[config.mk]
export PLATFORM = sky130hd
export DESIGN_NAME = gimbal_command_frame_controller_unit
export DESIGN_NICKNAME = d
export VERILOG_FILES = /design/src/design/gcfc_pkg.sv /design/src/design/gcfc_parser.sv /design/src/design/gcfc_cmd.sv /design/src/design/gcfc_outq.sv /design/src/design/gimbal_command_frame_controller_unit.sv
export SDC_FILE = /design/constraint.sdc
export NUM_CORES = 2
export LEC_CHECK = 0
export BUFFER_PORTS_ARGS = -buffer_cell sky130_fd_sc_hd__buf_2
export CORE_MARGIN = 5
export CORE_UTILIZATION = 50
export DETAILED_ROUTE_END_ITERATION = 7
export PLACE_DENSITY = 0.66
export REMOVE_ABC_BUFFERS = 1
export SLEW_MARGIN = 0
export SYNTH_ARGS = -nofsm -noshare
export SYNTH_HDL_FRONTEND = slang
export SYNTH_HIERARCHICAL = 1
export SYNTH_SLANG_ARGS = --single-unit
[constraint.sdc]
create_clock -name aclk -period 10.25 [get_ports aclk]
set_input_delay 1.5375 -clock aclk [delete_from_list [all_inputs] [get_ports aclk]]
set_output_delay 1.5375 -clock aclk [all_outputs]
set_load 0.02 [all_outputs]
[src/design/gcfc_pkg.sv]
// ----------------------------------------------------------------------------
// gcfc_pkg
// Shared types and constants of the gimbal command frame controller.
// ----------------------------------------------------------------------------
package gcfc_pkg;

    // Frame bytes.
    localparam logic [7:0] BYTE_HEADER   = 8'hAA;
    localparam logic [7:0] BYTE_SPEED    = 8'hBB;
    localparam logic [7:0] BYTE_POSITION = 8'hDD;
    localparam logic [7:0] BYTE_TRAILER  = 8'hCC;

    // Item kinds.
    localparam logic REQ_BYTE = 1'b0;
    localparam logic REQ_POLL = 1'b1;

    // Command kinds and axes.
    localparam logic CMD_SPEED    = 1'b0;
    localparam logic CMD_POSITION = 1'b1;
    localparam logic AXIS_H       = 1'b0;
    localparam logic AXIS_V       = 1'b1;

    // Configuration register indexes.
    localparam int          CFG_IDX_W          = 3;
    localparam logic [2:0]  CFG_RX_TIMEOUT     = 3'd0;
    localparam logic [2:0]  CFG_SEND_INTERVAL  = 3'd1;
    localparam logic [2:0]  CFG_SPEED_DEADBAND = 3'd2;
    localparam logic [2:0]  CFG_SPEED_ACCEL    = 3'd3;
    localparam logic [2:0]  CFG_POSITION_ACCEL = 3'd4;
    localparam logic [2:0]  CFG_POSITION_RPM   = 3'd5;

    // Configuration reset values.
    localparam logic [15:0] RST_RX_TIMEOUT     = 16'd200;
    localparam logic [15:0] RST_SEND_INTERVAL  = 16'd20;
    localparam logic [15:0] RST_SPEED_DEADBAND = 16'd2;
    localparam logic [7:0]  RST_SPEED_ACCEL    = 8'd20;
    localparam logic [7:0]  RST_POSITION_ACCEL = 8'd5;
    localparam logic [15:0] RST_POSITION_RPM   = 16'd200;

    // Last commanded position after reset (-999999).
    localparam logic [31:0] POS_SENTINEL = 32'hFFF0BDC1;

    typedef struct packed {
        logic [15:0] rx_timeout_ms;
        logic [15:0] update_gap_ms;
        logic [15:0] speed_threshold;
        logic [7:0]  speed_accel;
        logic [7:0]  position_accel;
        logic [15:0] position_rpm;
    } cfg_t;

    // Frame event from the parser for the item in hand.
    typedef struct packed {
        logic        commit;
        logic        is_position;
        logic [63:0] payload;
    } frame_t;

    // One motor command.
    typedef struct packed {
        logic        axis;
        logic        cmd_kind;
        logic        direction;
        logic [7:0]  accel;
        logic [15:0] speed_rpm;
        logic [31:0] pulse_count;
        logic        last;
    } res_t;

endpackage

[src/design/gcfc_parser.sv]
// ----------------------------------------------------------------------------
// gcfc_parser
// Byte framer: finds header, type, payload and trailer, holds the payload.
// ----------------------------------------------------------------------------
module gcfc_parser (
    input  logic                 aclk,
    input  logic                 aresetn,
    input  logic                 byte_en,
    input  logic [7:0]           rx_byte,
    output gcfc_pkg::frame_t     frame
);
    import gcfc_pkg::*;

    localparam logic [1:0] PH_HUNT    = 2'd0;
    localparam logic [1:0] PH_TYPE    = 2'd1;
    localparam logic [1:0] PH_PAYLOAD = 2'd2;
    localparam logic [1:0] PH_TRAILER = 2'd3;

    logic [1:0] phase_reg, phase_next;
    logic       is_pos_reg, is_pos_next;
    logic [3:0] count_reg, count_next;
    logic [7:0] payload_reg [8];
    logic [3:0] count_inc;

    assign count_inc = count_reg + 4'd1;

    always_comb begin
        phase_next  = phase_reg;
        is_pos_next = is_pos_reg;
        count_next  = count_reg;
        case (phase_reg)
            PH_HUNT: begin
                if (rx_byte == BYTE_HEADER) phase_next = PH_TYPE;
            end
            PH_TYPE: begin
                if (rx_byte == BYTE_SPEED || rx_byte == BYTE_POSITION) begin
                    is_pos_next = (rx_byte == BYTE_POSITION);
                    count_next  = 4'd0;
                    phase_next  = PH_PAYLOAD;
                end else begin
                    phase_next = PH_HUNT;
                end
            end
            PH_PAYLOAD: begin
                count_next = count_inc;
                if (count_inc >= (is_pos_reg ? 4'd8 : 4'd4)) phase_next = PH_TRAILER;
            end
            default: begin
                phase_next = PH_HUNT;
            end
        endcase
    end

    always_ff @(posedge aclk) begin
        if (!aresetn) begin
            phase_reg  <= PH_HUNT;
            is_pos_reg <= 1'b0;
            count_reg  <= 4'd0;
        end else if (byte_en) begin
            phase_reg  <= phase_next;
            is_pos_reg <= is_pos_next;
            count_reg  <= count_next;
        end
    end

    // Payload store has no reset: a frame only commits once it is full.
    always_ff @(posedge aclk) begin
        if (byte_en && phase_reg == PH_PAYLOAD) begin
            payload_reg[count_reg[2:0]] <= rx_byte;
        end
    end

    assign frame.commit      = (phase_reg == PH_TRAILER) && (rx_byte == BYTE_TRAILER);
    assign frame.is_position = is_pos_reg;
    assign frame.payload     = {payload_reg[7], payload_reg[6], payload_reg[5], payload_reg[4],
                                payload_reg[3], payload_reg[2], payload_reg[1], payload_reg[0]};

endmodule

[src/design/gcfc_cmd.sv]
// ----------------------------------------------------------------------------
// gcfc_cmd
// Motor command decisions: speed mode, link watchdog, deadband and position.
// ----------------------------------------------------------------------------
module gcfc_cmd (
    input  logic                 aclk,
    input  logic                 aresetn,
    input  logic                 en,
    input  logic                 req_type,
    input  logic [31:0]          now_ms,
    input  gcfc_pkg::frame_t     frame,
    input  gcfc_pkg::cfg_t       cfg,
    output logic [1:0]           res_count,
    output gcfc_pkg::res_t       res0,
    output gcfc_pkg::res_t       res1
);
    import gcfc_pkg::*;

    logic        mode_reg, mode_next;
    logic [15:0] tgt_x_reg, tgt_x_next, tgt_y_reg, tgt_y_next;
    logic [15:0] sent_x_reg, sent_x_next, sent_y_reg, sent_y_next;
    logic [31:0] rx_time_reg, rx_time_next, send_time_reg, send_time_next;
    logic [31:0] prev_x_reg, prev_x_next, prev_y_reg, prev_y_next;

    logic [31:0] rx_age, send_age, px, py;
    logic        stale, interval_ok, x_chg, y_chg, big_change;
    logic [16:0] dx, dy, adx, ady;
    res_t        cmd_px, cmd_py, cmd_sx, cmd_sy, cmd_stop_x, cmd_stop_y;

    assign rx_age      = now_ms - rx_time_reg;
    assign send_age    = now_ms - send_time_reg;
    assign stale       = rx_age > {16'd0, cfg.rx_timeout_ms};
    assign interval_ok = send_age >= {16'd0, cfg.update_gap_ms};

    assign dx  = {tgt_x_reg[15], tgt_x_reg} - {sent_x_reg[15], sent_x_reg};
    assign dy  = {tgt_y_reg[15], tgt_y_reg} - {sent_y_reg[15], sent_y_reg};
    assign adx = dx[16] ? (17'd0 - dx) : dx;
    assign ady = dy[16] ? (17'd0 - dy) : dy;
    assign big_change = !((adx < {1'b0, cfg.speed_threshold}) &&
                          (ady < {1'b0, cfg.speed_threshold}));

    assign px    = frame.payload[31:0];
    assign py    = frame.payload[63:32];
    assign x_chg = px != prev_x_reg;
    assign y_chg = py != prev_y_reg;

    function automatic res_t pos_cmd(input logic ax, input logic [31:0] p,
                                     input logic [7:0] acc, input logic [15:0] rpm);
        res_t r;
        r.axis        = ax;
        r.cmd_kind    = CMD_POSITION;
        r.direction   = p[31];
        r.accel       = acc;
        r.speed_rpm   = rpm;
        r.pulse_count = p[31] ? (32'd0 - p) : p;
        r.last        = 1'b0;
        return r;
    endfunction

    function automatic res_t spd_cmd(input logic ax, input logic [15:0] s,
                                     input logic [7:0] acc);
        res_t r;
        r.axis        = ax;
        r.cmd_kind    = CMD_SPEED;
        r.direction   = s[15];
        r.accel       = acc;
        r.speed_rpm   = s[15] ? (16'd0 - s) : s;
        r.pulse_count = 32'd0;
        r.last        = 1'b0;
        return r;
    endfunction

    assign cmd_px     = pos_cmd(AXIS_H, px, cfg.position_accel, cfg.position_rpm);
    assign cmd_py     = pos_cmd(AXIS_V, py, cfg.position_accel, cfg.position_rpm);
    assign cmd_sx     = spd_cmd(AXIS_H, tgt_x_reg, cfg.speed_accel);
    assign cmd_sy     = spd_cmd(AXIS_V, tgt_y_reg, cfg.speed_accel);
    assign cmd_stop_x = spd_cmd(AXIS_H, 16'd0, 8'd0);
    assign cmd_stop_y = spd_cmd(AXIS_V, 16'd0, 8'd0);

    always_comb begin
        mode_next      = mode_reg;
        tgt_x_next     = tgt_x_reg;
        tgt_y_next     = tgt_y_reg;
        sent_x_next    = sent_x_reg;
        sent_y_next    = sent_y_reg;
        rx_time_next   = rx_time_reg;
        send_time_next = send_time_reg;
        prev_x_next    = prev_x_reg;
        prev_y_next    = prev_y_reg;
        res_count      = 2'd0;
        res0           = cmd_stop_x;
        res1           = cmd_stop_y;
        if (req_type == REQ_POLL) begin
            if (stale) begin
                if (mode_reg) begin
                    mode_next   = 1'b0;
                    sent_x_next = 16'd0;
                    sent_y_next = 16'd0;
                    res_count   = 2'd2;
                end
            end else if (mode_reg && interval_ok) begin
                send_time_next = now_ms;
                if (big_change) begin
                    sent_x_next = tgt_x_reg;
                    sent_y_next = tgt_y_reg;
                    res0        = cmd_sx;
                    res1        = cmd_sy;
                    res_count   = 2'd2;
                end
            end
        end else if (frame.commit) begin
            rx_time_next = now_ms;
            if (!frame.is_position) begin
                mode_next  = 1'b1;
                tgt_x_next = frame.payload[15:0];
                tgt_y_next = frame.payload[31:16];
            end else begin
                mode_next = 1'b0;
                if (x_chg) prev_x_next = px;
                if (y_chg) prev_y_next = py;
                res0      = x_chg ? cmd_px : cmd_py;
                res1      = cmd_py;
                res_count = {1'b0, x_chg} + {1'b0, y_chg};
            end
        end
        // The final command of the item carries the last flag.
        res0.last = (res_count == 2'd1);
        res1.last = 1'b1;
    end

    always_ff @(posedge aclk) begin
        if (!aresetn) begin
            mode_reg      <= 1'b0;
            tgt_x_reg     <= 16'd0;
            tgt_y_reg     <= 16'd0;
            sent_x_reg    <= 16'd0;
            sent_y_reg    <= 16'd0;
            rx_time_reg   <= 32'd0;
            send_time_reg <= 32'd0;
            prev_x_reg    <= POS_SENTINEL;
            prev_y_reg    <= POS_SENTINEL;
        end else if (en) begin
            mode_reg      <= mode_next;
            tgt_x_reg     <= tgt_x_next;
            tgt_y_reg     <= tgt_y_next;
            sent_x_reg    <= sent_x_next;
            sent_y_reg    <= sent_y_next;
            rx_time_reg   <= rx_time_next;
            send_time_reg <= send_time_next;
            prev_x_reg    <= prev_x_next;
            prev_y_reg    <= prev_y_next;
        end
    end

endmodule

[src/design/gcfc_outq.sv]
// ----------------------------------------------------------------------------
// gcfc_outq
// Four-entry result queue taking up to two commands per cycle.
// ----------------------------------------------------------------------------
module gcfc_outq (
    input  logic                 aclk,
    input  logic                 aresetn,
    input  logic [1:0]           push_count,
    input  gcfc_pkg::res_t       push0,
    input  gcfc_pkg::res_t       push1,
    output logic                 room2,
    output logic                 out_valid,
    input  logic                 out_ready,
    output gcfc_pkg::res_t       out_data
);
    import gcfc_pkg::*;

    res_t       mem_reg [4];
    logic [1:0] head_reg, tail_reg;
    logic [2:0] count_reg;
    logic       pop;

    assign out_valid = count_reg != 3'd0;
    assign room2     = count_reg <= 3'd2;
    assign pop       = out_valid && out_ready;
    assign out_data  = mem_reg[head_reg];

    always_ff @(posedge aclk) begin
        if (push_count != 2'd0) mem_reg[tail_reg] <= push0;
        if (push_count == 2'd2) mem_reg[tail_reg + 2'd1] <= push1;
    end

    always_ff @(posedge aclk) begin
        if (!aresetn) begin
            head_reg  <= 2'd0;
            tail_reg  <= 2'd0;
            count_reg <= 3'd0;
        end else begin
            head_reg  <= head_reg + {1'b0, pop};
            tail_reg  <= tail_reg + push_count;
            count_reg <= count_reg + {1'b0, push_count} - {2'd0, pop};
        end
    end

endmodule

[src/design/gimbal_command_frame_controller_unit.sv]
// ----------------------------------------------------------------------------
// gimbal_command_frame_controller_unit
// Turns received serial bytes and control polls into gimbal motor commands.
// ----------------------------------------------------------------------------
// Each input word is either a received byte or a control poll, tagged with the
// millisecond time. Words are taken into an input register and handled there,
// and the commands they cause (none, one or two) go into a four-entry output
// queue that presents one command word per cycle while the receiver takes
// them. A word is handled as soon as the queue has room for two commands, so
// the block takes one word per cycle while the output side keeps up; words that
// cause two commands are limited by the single queue read port in the long run.
// The first command of a word passes through the input register and then the
// output queue before it is presented.
// Configuration writes take effect on the next clock edge and are meant to be
// made while no word is in flight.
// ----------------------------------------------------------------------------
module gimbal_command_frame_controller_unit (
    input  logic                           aclk,
    input  logic                           aresetn,
    // Configuration write port.
    input  logic                           cfg_wr_en,
    input  logic [gcfc_pkg::CFG_IDX_W-1:0] cfg_index,
    input  logic [15:0]                    cfg_wdata,
    // Input channel.
    input  logic                           s_valid,
    output logic                           s_ready,
    input  logic                           s_req_type,
    input  logic [7:0]                     s_rx_byte,
    input  logic [31:0]                    s_now_ms,
    // Result channel.
    output logic                           m_valid,
    input  logic                           m_ready,
    output logic                           m_axis,
    output logic                           m_cmd_kind,
    output logic                           m_direction,
    output logic [7:0]                     m_accel,
    output logic [15:0]                    m_speed_rpm,
    output logic [31:0]                    m_pulse_count,
    output logic                           m_last
);
    import gcfc_pkg::*;

    cfg_t        cfg_reg;
    logic        in_valid_reg;
    logic        in_req_type_reg;
    logic [7:0]  in_byte_reg;
    logic [31:0] in_now_reg;
    logic        room2, proc, s_accept;
    frame_t      frame;
    logic [1:0]  res_count;
    res_t        res0, res1, out_word;

    // Configuration registers; an index beyond the list is ignored.
    always_ff @(posedge aclk) begin
        if (!aresetn) begin
            cfg_reg.rx_timeout_ms   <= RST_RX_TIMEOUT;
            cfg_reg.update_gap_ms   <= RST_SEND_INTERVAL;
            cfg_reg.speed_threshold <= RST_SPEED_DEADBAND;
            cfg_reg.speed_accel     <= RST_SPEED_ACCEL;
            cfg_reg.position_accel  <= RST_POSITION_ACCEL;
            cfg_reg.position_rpm    <= RST_POSITION_RPM;
        end else if (cfg_wr_en) begin
            case (cfg_index)
                CFG_RX_TIMEOUT:     cfg_reg.rx_timeout_ms   <= cfg_wdata;
                CFG_SEND_INTERVAL:  cfg_reg.update_gap_ms   <= cfg_wdata;
                CFG_SPEED_DEADBAND: cfg_reg.speed_threshold <= cfg_wdata;
                CFG_SPEED_ACCEL:    cfg_reg.speed_accel     <= cfg_wdata[7:0];
                CFG_POSITION_ACCEL: cfg_reg.position_accel  <= cfg_wdata[7:0];
                CFG_POSITION_RPM:   cfg_reg.position_rpm    <= cfg_wdata;
                default: begin
                end
            endcase
        end
    end

    // The held word is handled when the queue can take both of its possible
    // commands; the register then frees up for the next word in the same cycle.
    assign proc     = in_valid_reg && room2;
    assign s_ready  = !in_valid_reg || proc;
    assign s_accept = s_valid && s_ready;

    always_ff @(posedge aclk) begin
        if (!aresetn) begin
            in_valid_reg <= 1'b0;
        end else if (s_accept) begin
            in_valid_reg <= 1'b1;
        end else if (proc) begin
            in_valid_reg <= 1'b0;
        end
    end

    always_ff @(posedge aclk) begin
        if (s_accept) begin
            in_req_type_reg <= s_req_type;
            in_byte_reg     <= s_rx_byte;
            in_now_reg      <= s_now_ms;
        end
    end

    gcfc_parser u_parser (
        .aclk    (aclk),
        .aresetn (aresetn),
        .byte_en (proc && in_req_type_reg == REQ_BYTE),
        .rx_byte (in_byte_reg),
        .frame   (frame)
    );

    gcfc_cmd u_cmd (
        .aclk      (aclk),
        .aresetn   (aresetn),
        .en        (proc),
        .req_type  (in_req_type_reg),
        .now_ms    (in_now_reg),
        .frame     (frame),
        .cfg       (cfg_reg),
        .res_count (res_count),
        .res0      (res0),
        .res1      (res1)
    );

    // Nothing is pushed unless the word is actually being handled.
    gcfc_outq u_outq (
        .aclk       (aclk),
        .aresetn    (aresetn),
        .push_count (proc ? res_count : 2'd0),
        .push0      (res0),
        .push1      (res1),
        .room2      (room2),
        .out_valid  (m_valid),
        .out_ready  (m_ready),
        .out_data   (out_word)
    );

    assign m_axis        = out_word.axis;
    assign m_cmd_kind    = out_word.cmd_kind;
    assign m_direction   = out_word.direction;
    assign m_accel       = out_word.accel;
    assign m_speed_rpm   = out_word.speed_rpm;
    assign m_pulse_count = out_word.pulse_count;
    assign m_last        = out_word.last;

endmodule

== Word-level counts from Yosys, hierarchy flattened ==
Memories as Yosys holds them, arrays and structs flattened. A register that Yosys moved wholly into a read port is not among the register bits.
Index checks and enable logic that the tools add are counted.

* Add/subtract/negate cells: 17
* Magnitude comparators: 6
* Eq/ne operators: 22
* Muxes and demuxes: 54
* Bitwise logic cells: 3
* Reductions and logical operators: 35

{| class="wikitable"
|+ Operators with widths
! kind !! count
|-
| 2-to-1 mux 60 bit || 10
|-
| 2-to-1 mux 16 bit || 9
|-
| 2-to-1 mux 58 bit || 2
|-
| 2-to-1 mux 32 bit || 2
|-
| inequality test 32 bit || 2
|-
| subtractor 1 x 32 -> 32 bit (first input constant) || 2
|-
| subtractor 32 bit || 2
|-
| 2-to-1 mux 59 bit || 1
|-
| < comparator 17 x 16 -> 1 bit || 2
|-
| 2-to-1 mux 17 bit || 2
|-
| subtractor 1 x 17 -> 17 bit (first input constant) || 2
|-
| subtractor 16 x 16 -> 17 bit || 2
|-
| == test 8 bit (second input constant) || 4
|-
| >= comparator 32 x 16 -> 1 bit || 1
|-
| > comparator 32 x 16 -> 1 bit || 1
|-
| subtractor 1 x 16 -> 16 bit (first input constant) || 2
|-
| 2-to-1 mux 2 bit || 12
|-
| AND reduction 3 bit || 5
|-
| AND reduction 5 bit || 3
|-
| 2-to-1 mux 1 bit || 12
|-
| inequality test 2 x 1 -> 1 bit (second input constant) || 6
|-
| AND reduction 2 bit || 6
|-
| nonzero test 2 bit || 5
|-
| logical AND 1 bit || 8
|-
| other kinds (24) || 34
|}

* Bits in registers: 329
* Bits in writable memories: 304
* Input port bits: 65
* Output and inout bits: 62
* Logic and storage cells: 164
* Memories kept: 2

{| class="wikitable"
|+ Memories
! name !! words !! bits a word !! read ports !! clocked after memory_dff !! wr ports !! line !! source
|-
| u_outq.mem_reg || 4 || 60 || 1 || 1 || 2 || gcfc_outq.sv:18 || <nowiki>res_t mem_reg [4];</nowiki>
|-
| u_parser.payload_reg || 8 || 8 || 8 || 0 || 1 || gcfc_parser.sv:22 || <nowiki>logic [7:0] payload_reg [8];</nowiki>
|}

== Logic depth before layout (Yosys ltp) ==
* Word-level depth: 13
* Mapped depth: 33
* Mapped depth without buffers: 31

== Cells and area by module ==
Netlist, hierarchy kept.

{| class="wikitable"
|+ By module, submodules not included
! module !! instances !! cells an instance !! area each (µm²)
|-
| gcfc_cmd || 1 || 2,722 || 19,251.0
|-
| gcfc_outq || 1 || 631 || 12,015.3
|-
| gimbal_command_frame_controller_unit || 1 || 341 || 4,317.9
|-
| gcfc_parser || 1 || 140 || 2,568.7
|}

== Worst setup path before layout ==
No wires, ideal clock.

* Path type: reg2reg
* From: reg u_cmd.tgt_y_reg[0]
* To: mem u_outq/mem_reg[0][0] (netlist bit) (enable)
* Arrival time: 7.447 ns
* Setup slack: 2.305 ns
* Cell stages (with the launch flop): 27
* Buffers on the path: 1
* Clock period less this slack: 7.945 ns
* Cells stage by stage: dfxtp_1 -> inv_1 -> ha_1 -> fa_1 -> nor2b_1 -> o31a_1 -> o21ai_0 -> a21boi_0 -> o211ai_1 -> nor4_1 -> nand2_1 -> or2_2 -> o21ai_0 -> xnor2_1 -> ha_1 -> nand4_1 -> a211oi_1 -> o2111a_1 -> or3_1 -> a21oi_1 -> a21oi_1 -> nand2b_1 -> a32o_1 -> and3_1 -> buf_2 -> nor2_1 -> a21oi_1

{| class="wikitable"
|+ RTL lines
! what !! line !! source
|-
| start: declaration || gcfc_cmd.sv:20 || <nowiki>logic [15:0] tgt_x_reg, tgt_x_next, tgt_y_reg, tgt_y_next;</nowiki>
|-
| start signal: assignment || gcfc_cmd.sv:145 || <nowiki>tgt_y_reg <= tgt_y_next;</nowiki>
|-
| end: declaration || gcfc_outq.sv:18 ||
|}

==> results.tsv <==
stage	metric	value	unit
power_and_ir_drop	Tot Pwr	5.85	mW
route	drt wl/cell	21.2	um
worst_setup_path	CP Class	flop to flop	
clocking	post-CTS setup buffers	0	
finish	Nets	4058	
clocking	H-Tree Depth	3	
floorplanning	Die ar.	81900	um^2
power_and_ir_drop	P_leak	15.5	nW
power_and_ir_drop	clock share of power	42.1	%
timing	worst slew pin tran	1.35	ns
power_and_ir_drop	worst vdd ir	0.124	mV
finish	max FFs per register	240	
floorplanning	Initial Util	50.3	%
clocking	post-cts hold buffer count	0	
hold_path	HP Class	flop to flop	
power_and_ir_drop	sequential power share	47.1	%
clocking	Max Buffers Root-to-Sink	3	
placement	Post-DP HPWL	72400	um
timing	Achievable Freq	129	MHz
power_and_ir_drop	PD cells	141	nW/um^2
timing	Final Cycle Share	75.8	%
timing	fin. max-slew vios	0	
grt	initial antenna violation count	2	
floorplanning	row cnt	101	
grt	global route overflow	0	
route	Post-Route WL	103000	um
finish	fin util	54.8	%
worst_setup_path	critical path endpoint category	flop	
timing	RSZ-0062 raised after global routing	false	
synth	ys async rst share	0	%
timing	final worst path period need	7.77	ns
timing	Final setup viols	0	
route	ANT nets after route	0	
synth	Top FF cell, synth	edfxtp_1	
worst_setup_path	WP data required	10.49	ns
worst_setup_path	slowest stage delay, CP	0.82	ns
synth	Synthesis Warnings	6	
clocking	Sink Count	633	
floorplanning	Vert. Die Dim	286	um
synth	post-synth top area share	27.2	%
finish	highest-count cells in the layout ignoring fill and taps	nand2_1, edfxtp_1, dfxtp_1	
finish	# diodes	0	
synth	FF+latch count, synth	633	
floorplanning	Chip Width	286	um
route	Iter 0 DRT Violations	2455	
grt	largest net degree at the start of global routing	127	
clocking	later-pin clock latency in the skew report	0.63	ns
clocking	Root Driver	clkbuf_16	
synth	Post-synth EDFFs	345	
synth	top post-synthesis cells by area	edfxtp_1, dfxtp_1, mux2_2	
placement	IO Port Bufs	126	
status	status	completed	
timing	Layout Skew	0.0254	ns
power_and_ir_drop	Switch Pwr	1.52	mW
route	via count	28975	
finish	layout cell share with drive strength beyond 1	15.2	%
worst_setup_path	crit path DAT	8.01	ns
finish	area grow syn2layout	8.86	%
grt	gr usage total	24.4	%
job	max-cap viol count	0	
worst_setup_path	Crit Path Max Fanout	66	
power_and_ir_drop	Switching Fraction	26.0	%
clocking	CTS clk-pin slew, worst paths	0.06	ns
grt	first-pass GRT wire length	160000	um
timing	Worst slew margin	9.53	%
placement	routability cong.	0.930	
finish	most common cell after layout, fill and taps aside	nand2_1	
clocking	CTS resizes	0	
route	# DRC	0	
power_and_ir_drop	internal power component	4.32	mW
power_and_ir_drop	Comb pwr share	10.8	%
synth	Seq/Total Area, Yosys	42.3	%
worst_setup_path	CP max stage cell	nor2_4	
floorplanning	I/O pins	127	
route	Vias/cell	5.97	
grt	vias in the first global route	27505	
synth	area leader, netlist	edfxtp_1	
clocking	cts bufs inserted	71	
synth	syn_area_per_cell	9.95	um^2
synth	Netlist cell types	99	
floorplanning	Core Box Area	75800	um^2
route	Initial DRT Pass Iterations	6	
clocking	CTS tree	done	
timing	final hold violation count	0	
synth	Mapped Cells	3834	
worst_setup_path	type of origin of the critical path	flop	
synth	synthesized area	38200	um^2
-- cell usage after synthesis (all sizes together) (36+ instances only) --
cell / instances
nand4: 44
o21ai: 179
edfxtp: 345
mux2i: 131
inv: 192
a21oi: 251
nor2b: 69
and3: 51
clkbuf: 172
or3: 36
nand3: 188
buf: 80
xnor2: 136
nor2: 140
mux2: 241
o211ai: 49
a211oi: 43
xor2: 98
ha: 169
nand2: 462
mux4: 60
a21o: 46
dfxtp: 288
-- power by group through the flow --
stage	sequential [mW]	combinational, mW	clock [mW]
after floorplan	2.81	0.422	0
after global placement	2.81	0.628	0
after detailed placement	2.81	0.629	0
after CTS	2.76	0.631	2.51
after global routing	2.76	0.692	2.62
final	2.75	0.631	2.46
-- layer usage --
metal / global-route usage [%] / share of wire, %
met5: 0 / 0.017
met4: 6.50 / 2.4
met3: 3.35 / 6.2
met2: 39.1 / 46
met1: 35.1 / 45
-- worst max-delay path: cells and delay by family (launching register included) --
kind                     cells  cell delay, ns
AO/OA/AOI/OAI               10            1.85
XOR/XNOR                     1            0.11
adder cells (fa/ha/maj)      3            0.93
buffers and inverters        3            1.26
flip-flops                   1            0.34
multiplexers                 1            0.23
AND/OR/NAND/NOR              9            2.63
-- cell type report --
type | instances | area, um^2
timing repair buffer | 163 | 915
multi-input combinational | 2757 | 20300
clock buffer | 100 | 1940
tap | 978 | 1220
clock inverter | 30 | 310
sequential | 633 | 16100
fill | 6762 | 34300
inverter | 193 | 727
-- path summary, 6_finish.rpt --
kind                               from                    end  slack (ns)  depth (start not counted)
setup / recovery     u_cmd/tgt_y_reg[0]  u_outq/mem_reg[1][56]        2.48                         27
hold / removal    u_cmd/rx_time_reg[10]  u_cmd/rx_time_reg[10]        0.45                          2
setup reg to reg     u_cmd/tgt_y_reg[0]  u_outq/mem_reg[1][56]        2.48                         27
hold reg to reg   u_cmd/rx_time_reg[10]  u_cmd/rx_time_reg[10]        0.45                          2
-- per-stage QoR --
step                      hold slack [ns]  instances  area (um^2)  setup TNS (ns)  setup slack (ns)
after global routing                0.465       4854        41500               0              2.00
after detailed placement            0.447       4724        39300               0              2.59
after floorplan                     0.435       3583        37000         -186.65             -3.11
after global placement              0.442       4724        39300               0              2.68
after CTS                           0.455       4854        41500               0              2.56
final                               0.454       4854        41500               0              2.48
-- cells by family (layout without fill, tap and decap cells) --
family	after synthesis	count (layout)	share of synthesized area, %
adder cells (fa/ha/maj)	174	174	5.80
buffers and inverters	445	486	4.91
AND/OR/NAND/NOR	1178	1178	15.4
multiplexers	432	432	14.1
flip-flops	633	633	42.3
AO/OA/AOI/OAI	735	735	12.0
XOR/XNOR	236	236	5.49
other	1	2	0.00983
Power figures use the tool's default switching activity.
